==> src/rtl/nnos_pkg.sv <==
package nnos_pkg;

    localparam int BSZ_W      = 5;
    localparam int RCNT_W     = 8;
    localparam int CFG_IDX_W  = 1;
    localparam int CFG_DATA_W = 8;
    localparam int KIND_W     = 2;
    localparam int REQ_W      = 8;
    localparam int NUM_W      = 10;
    // wide enough for the slot count, board size and active count compares
    localparam int CMP_W      = 9;

    localparam logic [CFG_IDX_W-1:0] CFG_BOARD_SIZE = 1'b0;
    localparam logic [CFG_IDX_W-1:0] CFG_REQ_COUNT  = 1'b1;

    localparam logic [BSZ_W-1:0]  BOARD_SIZE_RST = 5'd4;
    localparam logic [RCNT_W-1:0] REQ_COUNT_RST  = 8'd1;

    localparam logic [KIND_W-1:0] KIND_POST  = 2'd0;
    localparam logic [KIND_W-1:0] KIND_DONE  = 2'd1;
    localparam logic [KIND_W-1:0] KIND_START = 2'd2;

    typedef struct packed {
        logic [KIND_W-1:0] kind;
        logic [REQ_W-1:0]  requester;
        logic [NUM_W-1:0]  number;
    } t_in_req;

    typedef struct packed {
        logic              accepted;
        logic              served;
        logic [REQ_W-1:0]  served_requester;
        logic [NUM_W-1:0]  served_number;
    } t_out_res;

    typedef struct packed {
        logic capture;
        logic do_done;
        logic do_start;
        logic free_step;
        logic scan_init;
        logic scan_step;
        logic apply;
        logic load_out;
    } t_dp_cmd;

    typedef struct packed {
        logic [KIND_W-1:0] kind;
        logic              full;
        logic              active_nz;
        logic              slot_free;
        logic              free_last;
        logic              scan_last;
        logic              out_free;
    } t_dp_stat;

endpackage

==> src/rtl/nnos_ctrl.sv <==
module nnos_ctrl
    import nnos_pkg::*;
(
    input  logic     i_clk,
    input  logic     i_rst_n,
    input  logic     i_in_valid,
    output logic     o_in_stall,
    input  t_dp_stat i_stat,
    output t_dp_cmd  o_cmd
);

    typedef enum logic [7:0] {
        ST_IDLE       = 8'b0000_0001,
        ST_DECODE     = 8'b0000_0010,
        ST_FREE_SCAN  = 8'b0000_0100,
        ST_CHECK      = 8'b0000_1000,
        ST_SERVE_SCAN = 8'b0001_0000,
        ST_SERVE_TAIL = 8'b0010_0000,
        ST_APPLY      = 8'b0100_0000,
        ST_FINISH     = 8'b1000_0000
    } t_state;

    t_state r_state, n_state;

    always_ff @(posedge i_clk) begin
        if (!i_rst_n) begin
            r_state <= ST_IDLE;
        end else begin
            r_state <= n_state;
        end
    end

    always_comb begin
        n_state    = r_state;
        o_cmd      = '0;
        o_in_stall = 1'b1;
        case (r_state)
            ST_IDLE: begin
                o_in_stall = 1'b0;
                if (i_in_valid) begin
                    o_cmd.capture = 1'b1;
                    n_state       = ST_DECODE;
                end
            end
            ST_DECODE: begin
                case (i_stat.kind)
                    KIND_POST: begin
                        n_state = i_stat.full ? ST_CHECK : ST_FREE_SCAN;
                    end
                    KIND_DONE: begin
                        o_cmd.do_done = 1'b1;
                        n_state       = ST_CHECK;
                    end
                    KIND_START: begin
                        o_cmd.do_start = 1'b1;
                        n_state        = ST_FINISH;
                    end
                    default: begin
                        n_state = ST_FINISH;
                    end
                endcase
            end
            ST_FREE_SCAN: begin
                o_cmd.free_step = 1'b1;
                if (i_stat.slot_free || i_stat.free_last) begin
                    n_state = ST_CHECK;
                end
            end
            ST_CHECK: begin
                if (i_stat.active_nz && i_stat.full) begin
                    o_cmd.scan_init = 1'b1;
                    n_state         = ST_SERVE_SCAN;
                end else begin
                    n_state = ST_FINISH;
                end
            end
            ST_SERVE_SCAN: begin
                o_cmd.scan_step = 1'b1;
                if (i_stat.scan_last) begin
                    n_state = ST_SERVE_TAIL;
                end
            end
            // let the last slot read come back and be compared
            ST_SERVE_TAIL: begin
                n_state = ST_APPLY;
            end
            ST_APPLY: begin
                o_cmd.apply = 1'b1;
                n_state     = ST_FINISH;
            end
            ST_FINISH: begin
                if (i_stat.out_free) begin
                    o_cmd.load_out = 1'b1;
                    n_state        = ST_IDLE;
                end
            end
            default: begin
                n_state = ST_IDLE;
            end
        endcase
    end

endmodule

==> src/rtl/nnos_dp.sv <==
module nnos_dp
    import nnos_pkg::*;
#(
    parameter int MAX_ENTRIES = 16,
    parameter int NUMBER_BITS = 10
) (
    input  logic                  i_clk,
    input  logic                  i_rst_n,
    input  logic                  i_cfg_we,
    input  logic [CFG_IDX_W-1:0]  i_cfg_idx,
    input  logic [CFG_DATA_W-1:0] i_cfg_data,
    input  t_in_req               i_in_req,
    input  t_dp_cmd               i_cmd,
    output t_dp_stat              o_stat,
    input  logic                  i_out_stall,
    output logic                  o_out_valid,
    output t_out_res              o_out_res
);

    localparam int IW = (MAX_ENTRIES > 1) ? $clog2(MAX_ENTRIES) : 1;
    localparam int CW = $clog2(MAX_ENTRIES + 1);
    localparam int LW = NUMBER_BITS + 1;
    localparam int DW = NUMBER_BITS + 2;

    logic [BSZ_W-1:0]       r_board_size;
    logic [RCNT_W-1:0]      r_req_count;
    logic [MAX_ENTRIES-1:0] r_valid;
    logic [CW-1:0]          r_pending;
    logic [RCNT_W-1:0]      r_active;
    logic [LW-1:0]          r_last;
    logic [KIND_W-1:0]      r_kind;
    logic [REQ_W-1:0]       r_req_id;
    logic [NUMBER_BITS-1:0] r_num;
    logic [IW-1:0]          r_idx;
    logic                   r_p_go;
    logic                   r_p_valid;
    logic [IW-1:0]          r_p_idx;
    logic [NUMBER_BITS-1:0] r_rd_num;
    logic [REQ_W-1:0]       r_rd_req;
    logic                   r_found;
    logic [LW-1:0]          r_best_dist;
    logic [IW-1:0]          r_best_idx;
    logic [NUMBER_BITS-1:0] r_best_num;
    logic [REQ_W-1:0]       r_best_req;
    t_out_res               r_res;
    logic                   r_out_valid;
    t_out_res               r_out;

    logic [NUMBER_BITS-1:0] mem_num [MAX_ENTRIES];
    logic [REQ_W-1:0]       mem_req [MAX_ENTRIES];

    logic [CMP_W-1:0]             w_eff;
    logic [CMP_W-1:0]             w_lim;
    logic                         w_full;
    logic                         w_slot_free;
    logic                         w_mem_we;
    logic [NUMBER_BITS+NUM_W-1:0] w_num_in;
    logic [NUMBER_BITS+NUM_W-1:0] w_num_out;
    logic signed [DW-1:0]         w_diff;
    logic [DW-1:0]                w_abs;
    logic [LW-1:0]                w_dist;
    logic                         w_better;

    always_comb begin
        w_eff = (CMP_W'(r_board_size) < CMP_W'(MAX_ENTRIES)) ?
                CMP_W'(r_board_size) : CMP_W'(MAX_ENTRIES);
        w_lim = (CMP_W'(r_active) < w_eff) ? CMP_W'(r_active) : w_eff;
        w_full = CMP_W'(r_pending) >= w_lim;
    end

    assign w_slot_free = !r_valid[r_idx];
    assign w_mem_we    = i_cmd.free_step && w_slot_free;
    assign w_num_in    = {{NUMBER_BITS{1'b0}}, i_in_req.number};
    assign w_num_out   = {{NUM_W{1'b0}}, r_best_num};

    // distance of the slot read back last cycle from the last served number
    assign w_diff   = $signed({2'b00, r_rd_num}) - $signed({r_last[LW-1], r_last});
    assign w_abs    = w_diff[DW-1] ? DW'(-w_diff) : DW'(w_diff);
    assign w_dist   = w_abs[LW-1:0];
    assign w_better = r_p_go && r_p_valid && (!r_found || (w_dist < r_best_dist));

    always_comb begin
        o_stat.kind      = r_kind;
        o_stat.full      = w_full;
        o_stat.active_nz = r_active != '0;
        o_stat.slot_free = w_slot_free;
        o_stat.free_last = (CMP_W'(r_idx) + CMP_W'(1)) == w_eff;
        o_stat.scan_last = r_idx == IW'(MAX_ENTRIES - 1);
        o_stat.out_free  = !r_out_valid || !i_out_stall;
    end

    always_ff @(posedge i_clk) begin
        if (w_mem_we) begin
            mem_num[r_idx] <= r_num;
            mem_req[r_idx] <= r_req_id;
        end
        r_rd_num <= mem_num[r_idx];
        r_rd_req <= mem_req[r_idx];
    end

    always_ff @(posedge i_clk) begin
        if (!i_rst_n) begin
            r_board_size <= BOARD_SIZE_RST;
            r_req_count  <= REQ_COUNT_RST;
            r_valid      <= '0;
            r_pending    <= '0;
            r_active     <= '0;
            r_last       <= '1;
            r_kind       <= KIND_POST;
            r_idx        <= '0;
            r_p_go       <= 1'b0;
            r_found      <= 1'b0;
            r_out_valid  <= 1'b0;
        end else begin
            if (i_cfg_we) begin
                case (i_cfg_idx)
                    CFG_BOARD_SIZE: r_board_size <= i_cfg_data[BSZ_W-1:0];
                    CFG_REQ_COUNT:  r_req_count  <= i_cfg_data[RCNT_W-1:0];
                    default: begin
                    end
                endcase
            end

            r_p_go <= i_cmd.scan_step;

            if (i_cmd.capture) begin
                r_kind <= i_in_req.kind;
                r_idx  <= '0;
            end
            if (i_cmd.do_done && (r_active != '0)) begin
                r_active <= r_active - RCNT_W'(1);
            end
            if (i_cmd.do_start) begin
                r_valid   <= '0;
                r_pending <= '0;
                r_active  <= r_req_count;
                r_last    <= '1;
            end
            if (i_cmd.free_step) begin
                if (w_slot_free) begin
                    r_valid[r_idx] <= 1'b1;
                    r_pending      <= r_pending + CW'(1);
                end else begin
                    r_idx <= r_idx + IW'(1);
                end
            end
            if (i_cmd.scan_init) begin
                r_idx   <= '0;
                r_found <= 1'b0;
            end
            if (i_cmd.scan_step && (r_idx != IW'(MAX_ENTRIES - 1))) begin
                r_idx <= r_idx + IW'(1);
            end
            if (w_better) begin
                r_found <= 1'b1;
            end
            if (i_cmd.apply && r_found) begin
                r_valid[r_best_idx] <= 1'b0;
                r_last              <= {1'b0, r_best_num};
                if (r_pending != '0) begin
                    r_pending <= r_pending - CW'(1);
                end
            end
            if (i_cmd.load_out) begin
                r_out_valid <= 1'b1;
            end else if (!i_out_stall) begin
                r_out_valid <= 1'b0;
            end
        end
    end

    always_ff @(posedge i_clk) begin
        r_p_valid <= r_valid[r_idx];
        r_p_idx   <= r_idx;
        if (i_cmd.capture) begin
            r_req_id <= i_in_req.requester;
            r_num    <= w_num_in[NUMBER_BITS-1:0];
            r_res    <= '0;
        end
        if (i_cmd.free_step && w_slot_free) begin
            r_res.accepted <= 1'b1;
        end
        if (i_cmd.do_done || i_cmd.do_start) begin
            r_res.accepted <= 1'b1;
        end
        if (w_better) begin
            r_best_dist <= w_dist;
            r_best_idx  <= r_p_idx;
            r_best_num  <= r_rd_num;
            r_best_req  <= r_rd_req;
        end
        if (i_cmd.apply && r_found) begin
            r_res.served           <= 1'b1;
            r_res.served_requester <= r_best_req;
            r_res.served_number    <= w_num_out[NUM_W-1:0];
        end
        if (i_cmd.load_out) begin
            r_out <= r_res;
        end
    end

    assign o_out_valid = r_out_valid;
    assign o_out_res   = r_out;

endmodule

==> src/rtl/nearest_number_order_scheduler_top.sv <==
// Nearest-number request scheduler. Each request (post, requester done, start)
// yields exactly one result. The table is searched one slot per clock through
// a single-port slot memory. A post that finds the table not full first scans
// past the occupied slots for a free one; when the table fills, a serve pass
// scans every slot. The input is taken only between requests, while the
// previous result may still wait at the output register. Configuration writes
// apply at once and are meant for idle.
module nearest_number_order_scheduler_top
    import nnos_pkg::*;
#(
    parameter int MAX_ENTRIES = 16,
    parameter int NUMBER_BITS = 10
) (
    input  logic                  i_clk,
    input  logic                  i_rst_n,
    input  logic                  i_cfg_we,
    input  logic [CFG_IDX_W-1:0]  i_cfg_idx,
    input  logic [CFG_DATA_W-1:0] i_cfg_data,
    input  logic                  i_in_valid,
    output logic                  o_in_stall,
    input  t_in_req               i_in_req,
    output logic                  o_out_valid,
    input  logic                  i_out_stall,
    output t_out_res              o_out_res
);

    t_dp_cmd  w_cmd;
    t_dp_stat w_stat;

    nnos_ctrl u_ctrl (
        .i_clk      (i_clk),
        .i_rst_n    (i_rst_n),
        .i_in_valid (i_in_valid),
        .o_in_stall (o_in_stall),
        .i_stat     (w_stat),
        .o_cmd      (w_cmd)
    );

    nnos_dp #(
        .MAX_ENTRIES (MAX_ENTRIES),
        .NUMBER_BITS (NUMBER_BITS)
    ) u_dp (
        .i_clk       (i_clk),
        .i_rst_n     (i_rst_n),
        .i_cfg_we    (i_cfg_we),
        .i_cfg_idx   (i_cfg_idx),
        .i_cfg_data  (i_cfg_data),
        .i_in_req    (i_in_req),
        .i_cmd       (w_cmd),
        .o_stat      (w_stat),
        .i_out_stall (i_out_stall),
        .o_out_valid (o_out_valid),
        .o_out_res   (o_out_res)
    );

`ifndef SYNTHESIS
    // one request at a time: busy right after a request is taken
    a_busy_after_accept: assert property (@(posedge i_clk) disable iff (!i_rst_n)
        (i_in_valid && !o_in_stall) |=> o_in_stall)
        else $error("input taken again while a request is in progress");

    // a result never overwrites one that is still stalled at the output
    a_no_overwrite: assert property (@(posedge i_clk) disable iff (!i_rst_n)
        w_cmd.load_out |-> (!o_out_valid || !i_out_stall))
        else $error("result register loaded while holding a stalled result");

    a_unserved_zero: assert property (@(posedge i_clk) disable iff (!i_rst_n)
        (o_out_valid && !o_out_res.served) |->
            (o_out_res.served_requester == '0 && o_out_res.served_number == '0))
        else $error("served fields nonzero without a serve");

    // a request arrives only while no scan command is active
    a_capture_alone: assert property (@(posedge i_clk) disable iff (!i_rst_n)
        w_cmd.capture |-> !(w_cmd.free_step || w_cmd.scan_step || w_cmd.apply))
        else $error("request captured during a table scan");
`endif

endmodule
==> config.mk <==
export PLATFORM = sky130hd
export DESIGN_NAME = nearest_number_order_scheduler_top
export DESIGN_NICKNAME = d
export VERILOG_FILES = /design/src/rtl/nnos_pkg.sv /design/src/rtl/nnos_ctrl.sv /design/src/rtl/nnos_dp.sv /design/src/rtl/nearest_number_order_scheduler_top.sv
export SDC_FILE = /design/constraint.sdc
export NUM_CORES = 1
export LEC_CHECK = 0
export ABC_AREA = 0
export ABC_CLOCK_PERIOD_IN_PS = 10250
export BUFFER_PORTS_ARGS = -buffer_cell sky130_fd_sc_hd__buf_2
export CORE_MARGIN = 10
export CORE_UTILIZATION = 40
export CTS_CLUSTER_DIAMETER = 50
export DETAILED_ROUTE_END_ITERATION = 10
export MAX_ROUTING_LAYER = met4
export SYNTH_ARGS = -nofsm -noshare
export SYNTH_HDL_FRONTEND = slang
export SYNTH_SLANG_ARGS = --single-unit
==> constraint.sdc <==
create_clock -name i_clk -period 10.25 [get_ports i_clk]
set_input_delay 2.05 -clock i_clk [delete_from_list [all_inputs] [get_ports i_clk]]
set_output_delay 2.05 -clock i_clk [all_outputs]
set_load 0.02 [all_outputs]
==> flow_metrics.env <==
export IMPL_clock_fmax_ghz=0.2103
export IMPL_power_density_nw_per_um2=199.4
export IMPL_num_rows=79
export IMPL_via_per_inst=5.308
export IMPL_dr_total_vias=9872
export IMPL_whs_path_depth=0
export IMPL_synth_ff_type="edfxtp_1"
export IMPL_clk_path_buf_depth=3
export IMPL_end_kind="flop"
export IMPL_seq_area_sq_um=13230
export IMPL_synth_top_cell_area_share=0.6042
export IMPL_clkLatencyLatePin_ps=610
export IMPL_drive_gt1_frac=0.2067
export IMPL_area_growth_pct=14.10
export IMPL_htree_levels=2
export IMPL_synth_area_per_cell_sq_um=16.58
export IMPL_yosysUniqueCellTypes=67
export IMPL_drtIter0Drc=685
export IMPL_die_area_sq_um=55900
export IMPL_synth_edf_count=377
export IMPL_initial_core_util=0.4033
export IMPL_ys_seq_area_frac=0.7057
export IMPL_cp_required_ps=10460
export IMPL_worstReg2RegStart="u_dp.r_rd_num[0]"
export IMPL_firstDrtPassIters=5
export IMPL_reg2reg_depth=17
export IMPL_syn_nets=1203
export IMPL_ios=56
export IMPL_peakVddDrop_uv=132.1
export IMPL_cts_tree="done"
export IMPL_totalWireLength_um=39060
export IMPL_grt_max_degree=59
export IMPL_min_path_type="reg -> reg"
export IMPL_slew_violations=0
export IMPL_critPathKind="reg -> reg"
export IMPL_relSlewSlack=0.2482
export IMPL_tightestPinTransition_ps=1124
export IMPL_synth_most_common_cell="edfxtp_1"
export IMPL_setup_tns_ps=0
export IMPL_postCtsSetupBuffers=0
export IMPL_setup_viol=0
export IMPL_die_y_um=236.4
export IMPL_min_to="u_dp.r_best_idx[3]"
export IMPL_grt_first_pass_wirelength_um=60560
export IMPL_antenna_cells=0
export IMPL_synth_cell_area_sq_um=18740
export IMPL_min_period_over_period=0.4638
export IMPL_crit_fanout=33
export IMPL_synthTopCellsByCount="edfxtp_1, dfxtp_1, mux4_2, nor2_1, nand2_1"
export IMPL_drv_cap=0
export IMPL_yosys_register_bits=472
export IMPL_netlist_instances=1130
export IMPL_place_gp_congestion=0.7887
export IMPL_async_flop_share=0
export IMPL_worst_hold_slack_ps=400.7
export IMPL_hold_viol_final=0
export IMPL_wl_per_cell_um=21.00
export IMPL_die_w_um=236.4
export IMPL_grt_pass1_vias=10130
export IMPL_rsz0062_at_grt="false"
export IMPL_fillers=4020
export IMPL_outcome="finished clean"
export IMPL_nets=1284
export IMPL_cts_buffers=51
export IMPL_multi_input_area_sq_um=5194
export IMPL_place_hpwl_um=22310
export IMPL_worstPathArrival_ps=4970
export IMPL_start_kind="flop"
export IMPL_grt_ovfl_total=0
export IMPL_drc=0
export IMPL_skew_ps=30.56
export IMPL_root_buffer="clkbuf_16"
export IMPL_cts_resized_gates=0
export IMPL_port_buffers=55
export IMPL_antenna_found_initial=3
export IMPL_yosys_top_cells_area="edfxtp_1, mux4_2, dfxtp_1, ha_1, a21oi_1"
export IMPL_grt_total_usage=0.1428
export IMPL_clk_pin_slew_worst_paths_ps=60
export IMPL_ant_nets=0
export IMPL_cts_sinks=472
export IMPL_rrSetupSlack_ps=5500
export IMPL_rr_endpoint="u_dp.r_best_req[6]"
export IMPL_cts_hold_buffers=0
export IMPL_hold_start="u_dp.r_p_idx[3]"
export IMPL_yosysTopAreaCell="edfxtp_1"
export IMPL_core_sq_um=46460
export IMPL_leakage_nw=7.184
export IMPL_fin_crit_ps=4754
export IMPL_ys_warn_count=0
## placed cells by master, fill, tap and decap left out, drive strengths merged, types with 4 or more instances in the layout
cell / n
o211ai: 6
o21ai: 42
a21boi: 10
xnor2: 15
nor2b: 11
nor4: 6
inv: 47
dfxtp: 95
a211oi: 6
a21oi: 50
or2: 4
edfxtp: 377
nor2: 60
o31ai: 8
mux2i: 8
a21o: 6
and4b: 4
nor3: 26
clkbuf: 69
clkinv: 16
and3: 4
buf: 72
ha: 38
nand3: 20
nand2: 52
mux4: 95
and2: 38
nand2b: 8
o21a: 6
## report_power, final
part	internal, mW	leakage, nW	switching, mW
registers	2.22	4.19	0.0894
logic	0.0590	2.21	0.118
clock network	1.03	0.792	0.753
## logic make-up (layout without fill, tap and decap cells)
family	after synthesis	count (layout)	synth area share
and+or+nand+nor	251	251	0.06898
muxes	106	106	0.1203
xor gates and xnor gates	18	18	0.008414
buffers and inverters	86	209	0.01796
adders and majority gates	39	39	0.02644
DFF	472	472	0.7057
AOI/OAI and AO/OA	158	158	0.05228
## stage by stage
stage	setup WS, ps	power [mW]	instances	util	cell area, sq um
finish	5496	4.264	1860	0.4602	21380
global route	5116	4.425	1860	0.4602	21380
CTS	5457	4.308	1860	0.4602	21380
detailed placement	5516	2.527	1765	0.4250	19740
global placement	5657	2.517	1765	0.4250	19740
floorplan	6154	2.429	1130	-	18740
## layout make-up
cell class,count,share of cell area
Clock buffer,69,0.06431
Clock inverter,26,0.01223
Inverter,42,0.007374
Multi-Input combinational cell,572,0.2429
Sequential cell,472,0.6188
Tap cell,607,0.03552
Timing Repair Buffer,72,0.01884
## worst max-delay path by stage
stage | to | start | cells past startpoint | slack, ps
final | u_dp.r_best_req[6] | u_dp.r_rd_num[0] | 17 | 5500
after global routing | u_dp.r_best_req[6] | u_dp.r_rd_num[0] | 17 | 5120
after CTS | u_dp.r_best_num[5] | u_dp.r_rd_num[0] | 17 | 5460
after detailed placement | u_dp.r_best_req[3] | u_dp.r_rd_num[0] | 17 | 5520
after global placement | u_dp.r_best_req[2] | u_dp.r_rd_num[0] | 17 | 5660
after floorplan | u_dp.r_best_dist[0] | u_dp.r_rd_num[0] | 17 | 6150
## sequential cells by signal, summed over array words and instances, names as in the netlist, 11 cells and up
name	count
u_dp.r_best_dist	11
u_dp.mem_req	128
u_dp.mem_num	160
u_dp.r_valid	16
u_dp.r_res	20
u_dp.o_out_res	20
u_dp.r_last	11
## critical path, cell delays in order, from the launching register on
cell and delay, ps:
dfxtp_1 310, inv_1 50, ha_1 150, inv_1 50, fa_1 390, a21oi_1 200, o21bai_1 100, xnor2_1 160
or3b_1 440, nor4_1 340, a31oi_1 150, xnor2_1 240, ha_1 290, a21o_1 160, nand2_1 60, o2111ai_1 120
nor4_1 390, or2_2 730
## metal layers
layer | vias to the layer above | wire (um) | share of wire | track usage
li1 | 4564 | - | - | -
met1 | 5012 | 17040 | 0.44 | 0.1821
met2 | 233 | 19480 | 0.50 | 0.2320
met3 | 63 | 1812 | 0.046 | 0.02685
met4 | 0 | 724 | 0.019 | 0.03551
met5 | - | 0 | 0 | -
Note: power is estimated with default switching activity, not from simulation.
